--- src/rtl/mafs_pkg.sv ---
package mafs_pkg;

    // payload layout
    localparam int IN_FIELD_W  = 12;
    localparam int IN_DATA_W   = 40;
    localparam int IDX_W       = 5;
    localparam int OUT_DATA_W  = 24;
    localparam int OUT_USER_W  = 2;
    localparam int TARGET_W    = 14;
    localparam int CFG_INDEX_W = 2;

    localparam logic [CFG_INDEX_W-1:0] REG_TARGET_CHAIN  = 2'd0;
    localparam logic [CFG_INDEX_W-1:0] REG_TARGET_UNSAT  = 2'd1;
    localparam logic [CFG_INDEX_W-1:0] REG_TARGET_OXYGEN = 2'd2;

    localparam logic OP_LOAD  = 1'b0;
    localparam logic OP_START = 1'b1;

    typedef struct packed {
        logic load;
        logic sort_start;
        logic latch_key;
        logic sort_cmp;
        logic sort_write;
        logic addr_j;
        logic addr_ord;
        logic enum_start;
        logic acc;
        logic set_drop;
        logic take_match;
        logic advance;
        logic emit_final;
    } mafs_cmd_t;

    typedef struct packed {
        logic n_zero;
        logic i_last;
        logic j_last;
        logic k_last;
        logic match;
        logic cnt_full;
        logic pend_valid;
        logic out_free;
        logic quad_last;
    } mafs_status_t;

endpackage

--- src/rtl/multi_attribute_four_sum_search.sv ---
// Four-sum search over three attributes. Beats with tuser=0 load one element
// (chain, unsaturation, oxygen) into the next store slot; loads past
// MAX_ELEMENTS are dropped. A beat with tuser=1 starts the search: the n
// loaded elements are stable-sorted by chain value through a rank pass over
// the single-port element memory, then the C(n+3,4) quadruples of sorted
// positions p<=q<=r<=s are visited in order, with a stall whenever a match
// waits on the result side; a match past the cap ends the scan. Each
// match gives one result beat with four 1-based load indices; one beat with
// found=0 is given when nothing matches. At most MAX_MATCHES results per
// search; tuser[1] (truncated) marks the last beat when more were dropped.
// The store empties after each search. Targets must be written through the
// cfg port only while the block is idle; the block itself does not enforce it.
module multi_attribute_four_sum_search
    import mafs_pkg::*;
#(
    parameter int MAX_ELEMENTS = 16,
    parameter int VALUE_BITS   = 12,
    parameter int MAX_MATCHES  = 64
)
(
    input  logic                   clk,
    input  logic                   rst_n,
    input  logic                   s_tvalid,
    output logic                   s_tready,
    input  logic [IN_DATA_W-1:0]   s_tdata,   // chain_value, unsat_value, oxygen_value
    input  logic                   s_tuser,   // op
    output logic                   m_tvalid,
    input  logic                   m_tready,
    output logic [OUT_DATA_W-1:0]  m_tdata,   // first..fourth_index
    output logic [OUT_USER_W-1:0]  m_tuser,   // found, truncated
    output logic                   m_tlast,
    input  logic                   cfg_we,
    input  logic [CFG_INDEX_W-1:0] cfg_index,
    input  logic [TARGET_W-1:0]    cfg_data
);

    mafs_cmd_t    cmd;
    mafs_status_t stat;
    logic [IDX_W-1:0] first_index, second_index, third_index, fourth_index;
    logic found, truncated;

    mafs_ctrl u_ctrl
    (
        .clk      (clk),
        .rst_n    (rst_n),
        .s_tvalid (s_tvalid),
        .op       (s_tuser),
        .stat     (stat),
        .s_tready (s_tready),
        .cmd      (cmd)
    );

    mafs_datapath #(
        .MAX_ELEMENTS (MAX_ELEMENTS),
        .VALUE_BITS   (VALUE_BITS),
        .MAX_MATCHES  (MAX_MATCHES)
    ) u_datapath
    (
        .clk          (clk),
        .rst_n        (rst_n),
        .cmd          (cmd),
        .stat         (stat),
        .chain_value  (s_tdata[11:0]),
        .unsat_value  (s_tdata[23:12]),
        .oxygen_value (s_tdata[35:24]),
        .cfg_we       (cfg_we),
        .cfg_index    (cfg_index),
        .cfg_data     (cfg_data),
        .m_tready     (m_tready),
        .m_tvalid     (m_tvalid),
        .first_index  (first_index),
        .second_index (second_index),
        .third_index  (third_index),
        .fourth_index (fourth_index),
        .found        (found),
        .last         (m_tlast),
        .truncated    (truncated)
    );

    assign m_tdata = {4'b0, fourth_index, third_index, second_index, first_index};
    assign m_tuser = {truncated, found};

`ifndef NO_ASSERTIONS
    // a pending match is pushed out only into a free output register
    a_push_free: assert property (@(posedge clk) disable iff (!rst_n)
        (cmd.take_match && stat.pend_valid) |-> stat.out_free)
        else $error("match pushed over a held result");

    a_final_free: assert property (@(posedge clk) disable iff (!rst_n)
        cmd.emit_final |-> stat.out_free)
        else $error("final result over a held result");

    // nothing is left pending once the block takes input again
    a_idle_clean: assert property (@(posedge clk) disable iff (!rst_n)
        s_tready |-> !stat.pend_valid)
        else $error("pending match while idle");

    a_drop_full: assert property (@(posedge clk) disable iff (!rst_n)
        cmd.set_drop |-> (stat.cnt_full && stat.match))
        else $error("drop before cap reached");
`endif

endmodule

--- src/rtl/mafs_ctrl.sv ---
module mafs_ctrl
    import mafs_pkg::*;
(
    input  logic         clk,
    input  logic         rst_n,
    input  logic         s_tvalid,
    input  logic         op,
    input  mafs_status_t stat,
    output logic         s_tready,
    output mafs_cmd_t    cmd
);

    typedef enum logic [11:0] {
        ST_IDLE    = 12'b0000_0000_0001,
        ST_SORT_RI = 12'b0000_0000_0010,
        ST_SORT_LI = 12'b0000_0000_0100,
        ST_SORT_RJ = 12'b0000_0000_1000,
        ST_SORT_CJ = 12'b0000_0001_0000,
        ST_SORT_WR = 12'b0000_0010_0000,
        ST_ENUM    = 12'b0000_0100_0000,
        ST_Q_RO    = 12'b0000_1000_0000,
        ST_Q_RA    = 12'b0001_0000_0000,
        ST_Q_ACC   = 12'b0010_0000_0000,
        ST_CHECK   = 12'b0100_0000_0000,
        ST_FINISH  = 12'b1000_0000_0000
    } state_t;

    state_t state_reg, state_next;

    always_ff @(posedge clk or negedge rst_n)
    begin
        if (!rst_n)
        begin
            state_reg <= ST_IDLE;
        end
        else
        begin
            state_reg <= state_next;
        end
    end

    assign s_tready = (state_reg == ST_IDLE);

    always_comb
    begin
        state_next = state_reg;
        cmd        = '0;
        case (state_reg)
            ST_IDLE:
            begin
                if (s_tvalid)
                begin
                    if (op == OP_LOAD)
                    begin
                        cmd.load = 1'b1;
                    end
                    else if (stat.n_zero)
                    begin
                        state_next = ST_FINISH;
                    end
                    else
                    begin
                        cmd.sort_start = 1'b1;
                        state_next     = ST_SORT_RI;
                    end
                end
            end
            ST_SORT_RI:
            begin
                state_next = ST_SORT_LI;
            end
            ST_SORT_LI:
            begin
                cmd.latch_key = 1'b1;
                state_next    = ST_SORT_RJ;
            end
            ST_SORT_RJ:
            begin
                cmd.addr_j = 1'b1;
                state_next = ST_SORT_CJ;
            end
            ST_SORT_CJ:
            begin
                cmd.sort_cmp = 1'b1;
                state_next   = stat.j_last ? ST_SORT_WR : ST_SORT_RJ;
            end
            ST_SORT_WR:
            begin
                cmd.sort_write = 1'b1;
                state_next     = stat.i_last ? ST_ENUM : ST_SORT_RI;
            end
            ST_ENUM:
            begin
                cmd.enum_start = 1'b1;
                state_next     = ST_Q_RO;
            end
            ST_Q_RO:
            begin
                state_next = ST_Q_RA;
            end
            ST_Q_RA:
            begin
                cmd.addr_ord = 1'b1;
                state_next   = ST_Q_ACC;
            end
            ST_Q_ACC:
            begin
                cmd.acc    = 1'b1;
                state_next = stat.k_last ? ST_CHECK : ST_Q_RO;
            end
            ST_CHECK:
            begin
                if (stat.match && stat.cnt_full)
                begin
                    cmd.set_drop = 1'b1;
                    state_next   = ST_FINISH;
                end
                else if (!(stat.match && stat.pend_valid && !stat.out_free))
                begin
                    cmd.take_match = stat.match;
                    if (stat.quad_last)
                    begin
                        state_next = ST_FINISH;
                    end
                    else
                    begin
                        cmd.advance = 1'b1;
                        state_next  = ST_Q_RO;
                    end
                end
            end
            ST_FINISH:
            begin
                if (stat.out_free)
                begin
                    cmd.emit_final = 1'b1;
                    state_next     = ST_IDLE;
                end
            end
            default:
            begin
                state_next = ST_IDLE;
            end
        endcase
    end

endmodule

--- src/rtl/mafs_datapath.sv ---
module mafs_datapath
    import mafs_pkg::*;
#(
    parameter int MAX_ELEMENTS = 16,
    parameter int VALUE_BITS   = 12,
    parameter int MAX_MATCHES  = 64
)
(
    input  logic                  clk,
    input  logic                  rst_n,
    input  mafs_cmd_t             cmd,
    output mafs_status_t          stat,
    input  logic [IN_FIELD_W-1:0] chain_value,
    input  logic [IN_FIELD_W-1:0] unsat_value,
    input  logic [IN_FIELD_W-1:0] oxygen_value,
    input  logic                  cfg_we,
    input  logic [CFG_INDEX_W-1:0] cfg_index,
    input  logic [TARGET_W-1:0]   cfg_data,
    input  logic                  m_tready,
    output logic                  m_tvalid,
    output logic [IDX_W-1:0]      first_index,
    output logic [IDX_W-1:0]      second_index,
    output logic [IDX_W-1:0]      third_index,
    output logic [IDX_W-1:0]      fourth_index,
    output logic                  found,
    output logic                  last,
    output logic                  truncated
);

    localparam int AW    = $clog2(MAX_ELEMENTS);
    localparam int NW    = $clog2(MAX_ELEMENTS + 1);
    localparam int CW    = $clog2(MAX_MATCHES + 1);
    localparam int VB    = VALUE_BITS;
    localparam int SUM_W = VALUE_BITS + 2;
    localparam int CMP_W = (SUM_W > TARGET_W) ? SUM_W : TARGET_W;

    logic [TARGET_W-1:0] tgt_chain_reg, tgt_unsat_reg, tgt_oxy_reg;

    logic [3*VB-1:0] attr_mem [MAX_ELEMENTS];
    logic [AW-1:0]   order_mem [MAX_ELEMENTS];
    logic [3*VB-1:0] attr_rd_reg;
    logic [AW-1:0]   order_rd_reg;
    logic [AW-1:0]   attr_raddr;

    logic [NW-1:0] count_reg;
    logic [AW-1:0] i_reg, j_reg, rank_reg;
    logic [VB-1:0] key_reg;

    logic [AW-1:0] p_reg, q_reg, r_reg, s_reg, pos_k;
    logic [1:0]    k_reg;
    logic [SUM_W-1:0] sum_c_reg, sum_u_reg, sum_o_reg;
    logic [IDX_W-1:0] idx_reg [4];
    logic [IDX_W-1:0] pend_reg [4];
    logic             pend_valid_reg;
    logic [CW-1:0]    match_cnt_reg;
    logic             drop_reg;

    logic [IDX_W-1:0] out_idx_reg [4];
    logic             out_valid_reg, out_found_reg, out_last_reg, out_trunc_reg;

    logic out_free, less;

    function automatic logic at_end(input logic [AW-1:0] x, input logic [NW-1:0] n);
        at_end = ({1'b0, x} + NW'(1)) == n;
    endfunction

    // configuration
    always_ff @(posedge clk or negedge rst_n)
    begin
        if (!rst_n)
        begin
            tgt_chain_reg <= '0;
            tgt_unsat_reg <= '0;
            tgt_oxy_reg   <= '0;
        end
        else if (cfg_we)
        begin
            case (cfg_index)
                REG_TARGET_CHAIN:  tgt_chain_reg <= cfg_data;
                REG_TARGET_UNSAT:  tgt_unsat_reg <= cfg_data;
                REG_TARGET_OXYGEN: tgt_oxy_reg   <= cfg_data;
                default: ;
            endcase
        end
    end

    // element and order stores
    always_comb
    begin
        if (cmd.addr_j)
            attr_raddr = j_reg;
        else if (cmd.addr_ord)
            attr_raddr = order_rd_reg;
        else
            attr_raddr = i_reg;
    end

    always_comb
    begin
        case (k_reg)
            2'd0:    pos_k = p_reg;
            2'd1:    pos_k = q_reg;
            2'd2:    pos_k = r_reg;
            default: pos_k = s_reg;
        endcase
    end

    always_ff @(posedge clk)
    begin
        if (cmd.load && (count_reg < NW'(MAX_ELEMENTS)))
        begin
            attr_mem[count_reg[AW-1:0]] <= {VB'(oxygen_value), VB'(unsat_value),
                                            VB'(chain_value)};
        end
        attr_rd_reg <= attr_mem[attr_raddr];
    end

    always_ff @(posedge clk)
    begin
        if (cmd.sort_write)
        begin
            order_mem[rank_reg] <= i_reg;
        end
        order_rd_reg <= order_mem[pos_k];
    end

    // stable rank: earlier loads win ties
    assign less = (attr_rd_reg[VB-1:0] < key_reg) ||
                  ((attr_rd_reg[VB-1:0] == key_reg) && (j_reg < i_reg));

    assign out_free = !out_valid_reg || m_tready;

    always_ff @(posedge clk or negedge rst_n)
    begin
        if (!rst_n)
        begin
            count_reg      <= '0;
            pend_valid_reg <= 1'b0;
            out_valid_reg  <= 1'b0;
            match_cnt_reg  <= '0;
            drop_reg       <= 1'b0;
            k_reg          <= '0;
        end
        else
        begin
            if (cmd.load && (count_reg < NW'(MAX_ELEMENTS)))
                count_reg <= count_reg + NW'(1);
            if (cmd.emit_final || (cmd.take_match && pend_valid_reg))
                out_valid_reg <= 1'b1;
            else if (m_tready)
                out_valid_reg <= 1'b0;
            if (cmd.enum_start)
            begin
                pend_valid_reg <= 1'b0;
                match_cnt_reg  <= '0;
                drop_reg       <= 1'b0;
                k_reg          <= '0;
            end
            if (cmd.acc)
                k_reg <= k_reg + 2'd1;
            if (cmd.set_drop)
                drop_reg <= 1'b1;
            if (cmd.take_match)
            begin
                pend_valid_reg <= 1'b1;
                match_cnt_reg  <= match_cnt_reg + CW'(1);
            end
            if (cmd.emit_final)
            begin
                pend_valid_reg <= 1'b0;
                drop_reg       <= 1'b0;
                count_reg      <= '0;
            end
        end
    end

    always_ff @(posedge clk)
    begin
        if (cmd.sort_start)
            i_reg <= '0;
        if (cmd.latch_key)
        begin
            key_reg  <= attr_rd_reg[VB-1:0];
            j_reg    <= '0;
            rank_reg <= '0;
        end
        if (cmd.sort_cmp)
        begin
            j_reg <= j_reg + AW'(1);
            if (less)
                rank_reg <= rank_reg + AW'(1);
        end
        if (cmd.sort_write)
            i_reg <= i_reg + AW'(1);

        if (cmd.enum_start)
        begin
            p_reg     <= '0;
            q_reg     <= '0;
            r_reg     <= '0;
            s_reg     <= '0;
            sum_c_reg <= '0;
            sum_u_reg <= '0;
            sum_o_reg <= '0;
        end
        if (cmd.acc)
        begin
            sum_c_reg <= sum_c_reg + SUM_W'(attr_rd_reg[VB-1:0]);
            sum_u_reg <= sum_u_reg + SUM_W'(attr_rd_reg[2*VB-1:VB]);
            sum_o_reg <= sum_o_reg + SUM_W'(attr_rd_reg[3*VB-1:2*VB]);
            idx_reg[k_reg] <= IDX_W'(order_rd_reg) + IDX_W'(1);
        end
        if (cmd.advance)
        begin
            sum_c_reg <= '0;
            sum_u_reg <= '0;
            sum_o_reg <= '0;
            if (!at_end(s_reg, count_reg))
            begin
                s_reg <= s_reg + AW'(1);
            end
            else if (!at_end(r_reg, count_reg))
            begin
                r_reg <= r_reg + AW'(1);
                s_reg <= r_reg + AW'(1);
            end
            else if (!at_end(q_reg, count_reg))
            begin
                q_reg <= q_reg + AW'(1);
                r_reg <= q_reg + AW'(1);
                s_reg <= q_reg + AW'(1);
            end
            else
            begin
                p_reg <= p_reg + AW'(1);
                q_reg <= p_reg + AW'(1);
                r_reg <= p_reg + AW'(1);
                s_reg <= p_reg + AW'(1);
            end
        end
        if (cmd.take_match)
        begin
            pend_reg <= idx_reg;
            if (pend_valid_reg)
            begin
                out_idx_reg   <= pend_reg;
                out_found_reg <= 1'b1;
                out_last_reg  <= 1'b0;
                out_trunc_reg <= 1'b0;
            end
        end
        if (cmd.emit_final)
        begin
            out_last_reg  <= 1'b1;
            out_found_reg <= pend_valid_reg;
            out_trunc_reg <= drop_reg;
            for (int f = 0; f < 4; f++)
                out_idx_reg[f] <= pend_valid_reg ? pend_reg[f] : '0;
        end
    end

    always_comb
    begin
        stat.n_zero     = (count_reg == '0);
        stat.i_last     = at_end(i_reg, count_reg);
        stat.j_last     = at_end(j_reg, count_reg);
        stat.k_last     = (k_reg == 2'd3);
        stat.match      = (CMP_W'(sum_c_reg) == CMP_W'(tgt_chain_reg)) &&
                          (CMP_W'(sum_u_reg) == CMP_W'(tgt_unsat_reg)) &&
                          (CMP_W'(sum_o_reg) == CMP_W'(tgt_oxy_reg));
        stat.cnt_full   = (match_cnt_reg == CW'(MAX_MATCHES));
        stat.pend_valid = pend_valid_reg;
        stat.out_free   = out_free;
        stat.quad_last  = at_end(p_reg, count_reg);
    end

    assign m_tvalid     = out_valid_reg;
    assign first_index  = out_idx_reg[0];
    assign second_index = out_idx_reg[1];
    assign third_index  = out_idx_reg[2];
    assign fourth_index = out_idx_reg[3];
    assign found        = out_found_reg;
    assign last         = out_last_reg;
    assign truncated    = out_trunc_reg;

endmodule

--- config.mk ---
export PLATFORM = sky130hd
export DESIGN_NAME = multi_attribute_four_sum_search
export DESIGN_NICKNAME = d
export VERILOG_FILES = /design/src/rtl/mafs_pkg.sv /design/src/rtl/multi_attribute_four_sum_search.sv /design/src/rtl/mafs_ctrl.sv /design/src/rtl/mafs_datapath.sv
export SDC_FILE = /design/constraint.sdc
export NUM_CORES = 1
export LEC_CHECK = 0
export ABC_AREA = 1
export BUFFER_PORTS_ARGS = -buffer_cell sky130_fd_sc_hd__buf_2
export CAP_MARGIN = 40
export CELL_PAD_IN_SITES_DETAIL_PLACEMENT = 0
export CELL_PAD_IN_SITES_GLOBAL_PLACEMENT = 1
export CORE_MARGIN = 3
export CORE_UTILIZATION = 54
export DETAILED_ROUTE_END_ITERATION = 8
export PLACE_DENSITY_LB_ADDON = 0.1
export SLEW_MARGIN = 20
export SYNTH_ARGS = -nofsm -noshare
export SYNTH_HDL_FRONTEND = slang
export SYNTH_SLANG_ARGS = --single-unit
--- constraint.sdc ---
create_clock -name clk -period 6.07 [get_ports clk]
set_input_delay 0.9105 -clock clk [delete_from_list [all_inputs] [get_ports clk]]
set_output_delay 0.9105 -clock clk [all_outputs]
set_load 0.01 [all_outputs]
Word level (Yosys, flattened, before mapping)
Memories as Yosys holds them, arrays and structs flattened. A register that Yosys moved wholly into a read port is not among the register bits.
Index checks and enable logic that the tools add are counted.
{ "word_totals": {"ff_bits": 216, "ram_bits": 640, "mem_count": 2} }
{ "mem_list": {"columns": ["memory", "words", "word_bits", "read_ports", "rd_ports_with_merged_regs", "wr", "line_no", "rtl"], "rows": [
  ["u_datapath.attr_mem", 16, 36, 1, 1, 1, "mafs_datapath.sv:39", "logic [3*VB-1:0] attr_mem [MAX_ELEMENTS];"],
  ["u_datapath.order_mem", 16, 4, 1, 1, 1, "mafs_datapath.sv:40", "logic [AW-1:0] order_mem [MAX_ELEMENTS];"]
]} }
{ "classes": {"n_reduce_logical": 34, "n_bitwise": 1, "magnitude_cmp": 5, "add_sub_neg": 20, "eq_ne": 32, "mux": 94} }
{ "ops": {"columns": ["cell", "count"], "rows": [
  ["12-bit one-hot mux with 12 select lines", 1],
  ["4-bit two-way mux", 26],
  ["12-bit two-way mux", 7],
  ["20-bit two-way mux", 3],
  ["14-bit two-way mux", 4],
  ["14-bit by 12-bit adder with 14-bit output", 3],
  ["14-bit equality test", 3],
  ["4-bit by 1-bit adder with 5-bit output, second input constant", 7],
  ["5-bit two-way mux", 7],
  ["1-bit two-way mux", 31],
  ["5-bit equality test", 6],
  ["4-bit by 1-bit adder with 4-bit output, second input constant", 7],
  ["7-bit two-way mux", 3],
  ["20-bit bitwise mux", 1],
  ["2-bit nonzero test", 9],
  ["12-bit by 1-bit equality test with 1-bit output, second input constant", 1],
  ["12-bit by 10-bit equality test with 1-bit output, second input constant", 1],
  ["12-bit by 11-bit equality test with 1-bit output, second input constant", 1],
  ["12-bit equality test", 1],
  ["12-bit equality test, second input constant", 1],
  ["12-bit by 2-bit equality test with 1-bit output, second input constant", 1],
  ["12-bit by 3-bit equality test with 1-bit output, second input constant", 1],
  ["12-bit by 4-bit equality test with 1-bit output, second input constant", 1],
  ["12-bit by 5-bit equality test with 1-bit output, second input constant", 1],
  ["33 further kinds", 59]
]} }

Depth between registers and ports, before layout
Gate-level depths: netlist of run 1.
{ "depth": {"ltp_word": 11, "depth_mapped": 16} }

By module
A second synthesis of run 1 with hierarchy kept.
{ "unflattened": {"hier_cells": 3661, "area_unflattened_um2": 39276.4} }
{ "modules_own_cells": {"columns": ["module", "seq_area_each_um2", "cells_each", "area_per_inst_um2", "instances"], "rows": [
  ["mafs_datapath", 25259.2, 3523, 38370.6, 1],
  ["mafs_ctrl", 301.5, 131, 857.1, 1],
  ["multi_attribute_four_sum_search", 0.0, 7, 48.8, 1]
]} }

Least setup slack after synthesis of run 1
Ideal clock, no wire load.
{ "synth_timing": {"path_kind": "register -> register", "startpoint": "register u_ctrl.state_reg[3]", "endpoint": "register u_datapath.pend_reg[0] (netlist bit), enable pin", "setup_slack_ns": 2.317, "path_stages_with_launch": 8, "required_ns": 5.619, "synth_period_minus_slack_ns": 3.753, "arrival_time_ns": 3.302, "cell_sequence": "dfrtp_1 nor2_2 nand2_2 nor2_4 inv_1 nor2_2 inv_1 nor4_1"} }
{ "synth_lines": {"columns": ["element", "line_no", "rtl"], "rows": [
  ["start, declared", "mafs_ctrl.sv:28", "state_t state_reg, state_next;"],
  ["start signal, assigned", "mafs_ctrl.sv:38", "state_reg <= state_next;"],
  ["end signal, assigned", "mafs_datapath.sv:243", "pend_reg <= idx_reg;"],
  ["end, declared", "mafs_datapath.sv:53", "logic [IDX_W-1:0] pend_reg [4];"]
]} }

Worst setup path in the final report of run 1
{ "layout_timing": {"startpoint": "register u_ctrl.state_reg[9]", "endpoint": "register u_datapath.attr_rd_reg[26] (read register of u_datapath.attr_mem)"} }
{ "layout_between": {"elab_chain_len": 4, "word_cells_on_any_way": 6} }
{ "layout_lines": {"columns": ["element", "line_no", "rtl"], "rows": [
  ["12-bit by 9-bit equality test with 1-bit output", "mafs_ctrl.sv:48", "case (state_reg)"],
  ["1-bit two-way mux", "mafs_ctrl.sv:48", null],
  ["4-bit two-way mux", "mafs_datapath.sv:92", "else if (cmd.addr_ord)"],
  ["4-bit two-way mux (*)", "mafs_datapath.sv:90", "if (cmd.addr_j)"],
  ["end, declared", "mafs_datapath.sv:41", "logic [3*VB-1:0] attr_rd_reg;"]
]} }
Mark *: on every way between the ends. The rest lies on a longest branch, timed or not.
A chain may end at the register's enable or synchronous reset.

==> reports/qor.yml, run 1 <==
status:
  outcome: "finished clean"
layout:
  layout.cells.most_common: "nand2_1"
  layout_common_cells: "1059 x nand2_1, 730 x nand3_1, 726 x edfxtp_1"
  fin_nets: 4282
  finalInstanceArea_um2: 45500
  largest_reg_flops: 576
  final_core_util: 0.611
  layout-drive-gt1-share: 0.0820
  area_growth_pct: 11.8
logic_synthesis:
  synthArstFlopShare: 0.0792
  synth_ff_type: "edfxtp_1"
  avgSynthCellArea_um2: 9.95
  synth-seq-area-share: 0.628
  ys_types: 47
  synth.cell_area_um2: 40700
  ys_warn_count: 0
  ys_ff_latch: 896
  synth_cells: 4095
  synth-edff-count: 726
routing:
  ant_nets: 0
  vias: 27900
  drc: 0
  drtIter0Drc: 2510
  detail_route.wl_per_cell_um: 19.3
  routed_wl_mm: 100
  drt-pass1-iter-count: 7
  viasPerCell: 5.37
placed_design:
  placed_cell_area_um2: 42300
  hpwl_mm: 58.6
  numPortBuffers: 82
  gp_congestion: 0.839
global_route:
  overflow: 0
  grt_pass1_wl_mm: 154
  grt_pass1_vias: 26100
  antenna_found_initial: 10
  grt_use_total: 0.257
  grt_max_degree: 193
clocking:
  post_cts_buffers: 0
  htreeDepth: 3
  cts_resized: 0
  cts_buffers: 93
  clock_latency_ns: 0.66
  clock_sinks: 896
  clkTransAtPathRegs_ns: 0.06
  clockBufferDepth: 3
  cts_tree: "yes"
  cts-root-buf: "clkbuf_16"
  ctsHoldBuffers: 0
timing:
  max_freq_ghz: 0.255
  relSlewSlack: 0.355
  rsz0062_at_grt: "no"
  hold_viol_final: 0
  setup_violations: 0
  final_max_slew_viol_count: 0
  worst_pin_slew_ns: 0.967
  timing.final.crit_period_ns: 3.92
  skew_ns: 0.0270
  final.setup.tns_ns: 0
  period_share: 0.646
floorplan:
  die-height_um: 281
  core-area_um2: 74600
  initial_core_util: 0.546
  die_w_um: 281
  rows: 100
  die-area_um2: 78800
  io_pins: 91
critical_path:
  ff2ff_setup_slack_ns: 2.15
  cp.arrival_ns: 4.47
  crit_type: "reg2reg"
  critPathMaxFanout: 98
  worstSetupEndpointType: "flop"
  ff2ff_path_depth: 14
  crit_required_ns: 6.62
  r2r_start: "u_ctrl.state_reg[9]$_DFFE_PN0P_"
  r2r-end: "u_datapath.attr_rd_reg[26]$_DFF_P_"
  startpoint_type: "flop"
power:
  ir_drop_v: 0.000252
  p_leak_nw: 19.2
  power_density_nw_per_um2: 326
min_path:
  hp-class: "in2async"
flow_run:
  cap_violations: 0
power by group:
| part | switching [mW] | internal (mW) |
|---|---|---|
| clock network | 2.38 | 3.40 |
| logic | 1.32 | 0.661 |
| registers | 0.250 | 6.81 |
| total | 3.95 | 10.9 |
worst max-delay path, stage by stage, from the launching register on:
cell,delay (ns)
dfrtp_1,0.41
nor2_2,0.16
inv_1,0.08
nor2_1,0.16
nand3b_1,0.52
inv_2,0.33
nand2_8,0.41
nand2_8,0.69
buf_4,0.32
nand2_1,0.08
nand2_1,0.06
nand2_1,0.05
nand3_1,0.07
nand3_1,0.08
nand2_1,0.20
cells by family (layout without fill, tap and decap cells):
| group | count (synthesis) | after routing | share of synthesized area |
|---|---|---|---|
| xor+xnor | 44 | 44 | 0.00946 |
| compound gates | 238 | 238 | 0.0334 |
| buf+inv | 698 | 822 | 0.0700 |
| fa+ha+maj | 76 | 76 | 0.0239 |
| simple gates | 2142 | 2142 | 0.236 |
| flops | 896 | 896 | 0.628 |
| other cells | 1 | 8 | 0.0000921 |
final cells by class:
| cell class | count | area (um2) |
|---|---|---|
| fill | 6174 | 29000 |
| clock inverter | 40 | 459 |
| timing repair buffer | 143 | 1210 |
| clock buffer | 133 | 2690 |
| antenna | 4 | 10.0 |
| tap | 969 | 1210 |
| inverter | 506 | 1900 |
| multi-input combinational | 2504 | 12500 |
| sequential | 896 | 25600 |
per-stage QoR:
step	worst slack [ns]	power, mW	hold WS (ns)	instances
after CTS	2.24	14.9	0.137	5187
after detailed placement	2.27	9.16	0.405	5014
after global placement	2.20	9.13	0.402	4999
final	2.15	14.8	0.153	5195
after global routing	1.89	15.5	0.157	5194
after floorplan	2.32	8.49	0.400	4098
routing by layer:
layer	track usage	wire length [um]
met5	0	38
met4	0.0675	2200
met3	0.0422	6440
met2	0.414	46600
met1	0.364	44900
cells in the mapped netlist (2+ instances only):
cell,instances,share of area
nor2_4,3,0.00083
nand3b_1,112,0.021
a21o_1,2,0.00037
dfxtp_1,99,0.049
nor4_1,2,0.00031
o211ai_1,31,0.0057
or2_2,17,0.0026
dfrtp_1,70,0.043
clkinv_1,3,0.00028
a22oi_1,3,0.00055
buf_6,3,0.00083
nor2_1,169,0.016
inv_2,3,0.00028
nor3_1,14,0.0017
fa_1,3,0.0015
nand3_1,730,0.090
o21ai_0,84,0.010
edfxtp_1,726,0.54
inv_1,500,0.046
a21oi_1,86,0.011
clkbuf_1,54,0.0050
o21ai_2,3,0.00065
o22ai_1,10,0.0015
o21a_1,6,0.0011
o21bai_1,4,0.00074
nand4_1,23,0.0035
xor2_1,14,0.0030
buf_1,9,0.00083
o31ai_1,3,0.00055
a32oi_1,3,0.00065
ha_1,73,0.022
nand2_4,2,0.00055
nand2_1,1059,0.098
xnor2_1,30,0.0065
nor2_2,6,0.00092
buf_2,105,0.013
buf_4,21,0.0039
worst max path at each step:
stage                               startpoint                                  to  slack, ns
3_5_place_dp   u_ctrl.state_reg[9]$_DFFE_PN0P_  u_datapath.attr_rd_reg[11]$_DFF_P_       2.27
2_1_floorplan  u_ctrl.state_reg[3]$_DFFE_PN0P_    u_datapath.pend_reg[0]$_DFFE_PP_       2.32
5_1_grt        u_ctrl.state_reg[9]$_DFFE_PN0P_  u_datapath.attr_rd_reg[26]$_DFF_P_       1.89
4_1_cts        u_ctrl.state_reg[8]$_DFFE_PN0P_  u_datapath.attr_rd_reg[26]$_DFF_P_       2.24
3_3_place_gp   u_ctrl.state_reg[9]$_DFFE_PN0P_  u_datapath.attr_rd_reg[28]$_DFF_P_       2.20
6_report       u_ctrl.state_reg[9]$_DFFE_PN0P_  u_datapath.attr_rd_reg[26]$_DFF_P_       2.15
(Power assumes the default switching activity.)
==> run 2: changes to the inputs <==
--- a/config.mk
+++ b/config.mk
@@ -5,13 +5,13 @@
 export SDC_FILE = /design/constraint.sdc
 export NUM_CORES = 1
 export LEC_CHECK = 0
-export ABC_AREA = 1
+export ABC_AREA = 0
 export BUFFER_PORTS_ARGS = -buffer_cell sky130_fd_sc_hd__buf_2
 export CAP_MARGIN = 40
 export CELL_PAD_IN_SITES_DETAIL_PLACEMENT = 0
 export CELL_PAD_IN_SITES_GLOBAL_PLACEMENT = 1
 export CORE_MARGIN = 3
-export CORE_UTILIZATION = 54
+export CORE_UTILIZATION = 53
 export DETAILED_ROUTE_END_ITERATION = 8
 export PLACE_DENSITY_LB_ADDON = 0.1
 export SLEW_MARGIN = 20
==> constraint.sdc (replaced) <==
create_clock -name clk -period 4.05 [get_ports clk]
set_input_delay 0.6075 -clock clk [delete_from_list [all_inputs] [get_ports clk]]
set_output_delay 0.6075 -clock clk [all_outputs]
set_load 0.01 [all_outputs]
==> run 2 against run 1 <==
Combinational power up 84%; clock skew grew 0.020 ns; critical path type unchanged; total power is 55% higher; wire length decreased by 8.5%; maximum frequency up 4.0%; sequential share of layout area is 3.7 points higher; flip-flop and latch count is the same; worst hold slack better by 0.074 ns; largest power group unchanged.
==> reports/qor.yml, run 2 <==
min_path:
  hold_path_depth: 2
  min-delay-start: "cfg_data[1]"
  hold_end: "u_datapath.tgt_unsat_reg[1]$_DFFE_PN0P_"
  hp-class: "in2reg"
logic_synthesis:
  synth-seq-area-share: 0.680  # +0.0521
  avgSynthCellArea_um2: 14.1  # +42%
  synth_xor_area_frac: 0.0269  # +0.0174
  ys_warn_count: 0  # unchanged
  synth-edff-count: 726  # unchanged
  synth_fa_ha_area_frac: 0.0259  # +0.00199
  synth_common_cells: "726 x edfxtp_1, 394 x nand2_1, 166 x mux2i_1"
  ys_ff_latch: 896  # unchanged
  synth_simple_gate_area_frac: 0.103  # -0.132
  yosysTopAreaCell: "edfxtp_1"
  synth_compound_area_frac: 0.0777  # +0.0443
  synthArstFlopShare: 0.0792  # unchanged
  synth.most_common_cell: "edfxtp_1"
  synth_cells: 2672  # -35%
  synth_top_family_by_area: "simple AND/OR/NAND/NOR gates"
  synth.cell_area_um2: 37600  # -7.7%
  synth_ff_type: "edfxtp_1"
  synth_top_area_frac: 0.580  # +0.0445
  synth.area.mux_share: 0.0604  # +0.0604
  synthTopCellsByArea: "edfxtp_1 58%, dfxtp_1 5.3%, dfrtp_1 4.7%"
  ys_types: 81  # +72%
placed_design:
  numPortBuffers: 82  # unchanged
  hpwl_mm: 55.8  # -4.8%
  dp.cells: 3648  # -27%
  place_ws_ns: 0.297  # -1.97 ns
  gp_congestion: 0.860  # +2.5%
  placed_cell_area_um2: 39700  # -6.3%
timing:
  hold_viol_final: 0  # unchanged
  rsz0062_at_grt: "no"
  skew_ns: 0.0474  # +0.0204 ns
  worst_pin_slew_ns: 0.838  # -0.129 ns
  setup_violations: 0  # unchanged
  period_share: 0.931  # +0.285
  relSlewSlack: 0.433  # +0.0780
  final.setup.tns_ns: 0  # unchanged
  max_freq_ghz: 0.265  # +4.0%
  final_max_slew_viol_count: 0  # unchanged
  fin_ws_ns: 0.278  # -1.87 ns
  timing.final.crit_period_ns: 3.77  # -0.152 ns
flow_run:
  cap_violations: 0  # unchanged
power:
  p_leak_nw: 15.3  # -20%
  power_mw: 23.0  # +55%
  power_density_nw_per_um2: 539  # +66%
  ir_drop_v: 0.000526  # +110%
critical_path:
  ff2ff_setup_slack_ns: 0.28  # -1.87 ns
  cp_cell_sequence: "or4_4, or4_1, nor3b_1, and3_1, nand2_1, nor3_4, buf_12"
  startpoint_type: "flop"
  cp_slowest_stage_delay_ns: 0.63  # -0.06 ns
  cp_top_family: "simple AND/OR/NAND/NOR gates"
  worstSetupEndpointType: "flop"
  ff2ff_path_depth: 7  # -7
  crit_required_ns: 4.36  # -2.26 ns
  r2r-end: "u_datapath.attr_mem[0][6]$_DFFE_PP_"
  critPathMaxFanout: 36  # -63%
  crit_buf_inv: 1  # -2
  cpMaxStageDelayCell: "or4_4"
  crit_type: "reg2reg"
  r2r_start: "u_ctrl.state_reg[6]$_DFFE_PN0P_"
  cp.arrival_ns: 4.08  # -0.39 ns
layout:
  stdcell_count: 3827  # -26%
  layout_common_cells: "726 x edfxtp_1, 394 x nand2_1, 164 x mux2i_1"
  area_growth_pct: 13.6
  finalInstanceArea_um2: 42700  # -6.2%
  fin_nets: 2942  # -31%
  layout.area.seq_um2: 25600  # unchanged
  layout.cells.most_common: "edfxtp_1"
  final.fill_count: 5362  # -13%
  layout-drive-gt1-share: 0.145  # +0.0630
  largest_reg_flops: 576  # unchanged
  multi_input_area_um2: 11200  # -9.9%
global_route:
  grt_pass1_wl_mm: 137  # -11%
  antenna_found_initial: 6  # -4
  grt_use_total: 0.246  # -0.0105
  grt_pass1_vias: 22200  # -15%
  overflow: 0  # unchanged
  grt_max_degree: 83  # -57%
floorplan:
  die-area_um2: 74200  # -5.8%
  die-height_um: 272  # -2.9%
  core-area_um2: 70100  # -5.9%
  die_w_um: 272  # -2.9%
  io_pins: 91  # unchanged
  rows: 97  # -3.0%
  initial_core_util: 0.536  # -0.0101
clocking:
  cts_buffers: 93  # unchanged
  clock_latency_ns: 0.66  # about the same
  cts_resized: 0  # unchanged
  cts_tree: "yes"
  clkTransAtPathRegs_ns: 0.06  # about the same
  clock_sinks: 896  # unchanged
  htreeDepth: 3  # unchanged
  clockBufferDepth: 3  # unchanged
  cts-root-buf: "clkbuf_16"
routing:
  drt-pass1-iter-count: 5  # -2
  routed_wl_mm: 91.7  # -8.5%
  detail_route.wl_per_cell_um: 24.0  # +24%
  drtIter0Drc: 2028  # -19%
  drc: 0  # unchanged
  ant_nets: 0  # unchanged
  vias: 22700  # -19%
  viasPerCell: 5.92  # +10%
status:
  outcome: "finished clean"
==> run 2: cell count changes after synthesis, moves of 33 or more <==
cell and delta:
a32oi_1 +144, inv_1 -440, xnor2_1 +50, a21oi_1 -53
nand3_1 -690, nand3b_1 -101, o21ai_0 -56, and4_1 +37
mux2_2 +54, nand2_1 -665, nor2_1 -50, a22oi_1 +33
buf_2 -54, mux2i_1 +166
==> run 2: worst max path at each step <==
stage	start	cells past startpoint	end	slack (ns)
finish	u_ctrl.state_reg[6]$_DFFE_PN0P_	7	u_datapath.attr_mem[0][6]$_DFFE_PP_	0.28
global route	u_ctrl.state_reg[6]$_DFFE_PN0P_	7	u_datapath.attr_mem[0][6]$_DFFE_PP_	0.11
CTS	u_ctrl.state_reg[6]$_DFFE_PN0P_	7	u_datapath.attr_mem[2][9]$_DFFE_PP_	0.29
detailed placement	u_ctrl.state_reg[6]$_DFFE_PN0P_	7	u_datapath.attr_mem[2][28]$_DFFE_PP_	0.30
global placement	u_ctrl.state_reg[6]$_DFFE_PN0P_	7	u_datapath.attr_mem[0][26]$_DFFE_PP_	0.35
floorplan	u_ctrl.state_reg[6]$_DFFE_PN0P_	9	u_datapath.attr_mem[11][0]$_DFFE_PP_	-0.58
==> run 2: final cells by class <==
class,instances,share of cell area
Inverter,61,0.00536
Antenna cell,4,0.000234
Tap cell,940,0.0275
Sequential cell,896,0.598
Clock buffer,136,0.0611
Clock inverter,38,0.0104
Multi-Input combinational cell,1583,0.263
Timing Repair Buffer,169,0.0339
==> run 2: per-stage QoR <==
stage               utilization  hold slack [ns]
floorplan                     -            0.312
global placement          0.565            0.400
detailed placement        0.565            0.405
CTS                       0.609            0.192
global route              0.609            0.200
finish                    0.609            0.227
==> run 2: worst reg2reg max path: cells and delay by family (launching register included) <==
| kind | cells | cell delay (ns) |
|---|---|---|
| buffers and inverters | 1 | 0.34 |
| DFF | 1 | 0.46 |
| and+or+nand+nor | 6 | 2.65 |
==> run 2: logic make-up (layout without fill, tap and decap cells) <==
group                    after synthesis  count (layout)
AO/OA/AOI/OAI                        372             372
XOR/XNOR                             109             109
adder cells (fa/ha/maj)               76              76
buffers and inverters                196             404
flip-flops                           896             896
multiplexers                         220             220
other                                  1               8
AND/OR/NAND/NOR                      802             802
==> run 2: report_power, final <==
| group | switching, mW | internal, mW | total [mW] | leakage, nW |
|---|---|---|---|---|
| registers | 0.489 | 10.5 | 10.9 | 8.24 |
| clock network | 3.55 | 4.90 | 8.45 | 1.48 |
| logic | 2.17 | 1.47 | 3.64 | 5.54 |
| total | 6.21 | 16.8 | 23.0 | 15.3 |
==> run 2: timing repair <==
| action | in CTS | in global routing |
|---|---|---|
| setup buffers | 0 | 0 |
| hold buffers | 1 | 0 |
| endpoints found under the hold margin | 16 | 0 |
==> run 2: metal layers <==
layer / vias to the layer above / global-route usage / routed length [um]
met5: - / 0 / 34
met4: 6 / 0.0844 / 2990
met3: 164 / 0.0350 / 5490
met2: 736 / 0.403 / 44100
met1: 11300 / 0.340 / 39000
li1: 10400 / - / -
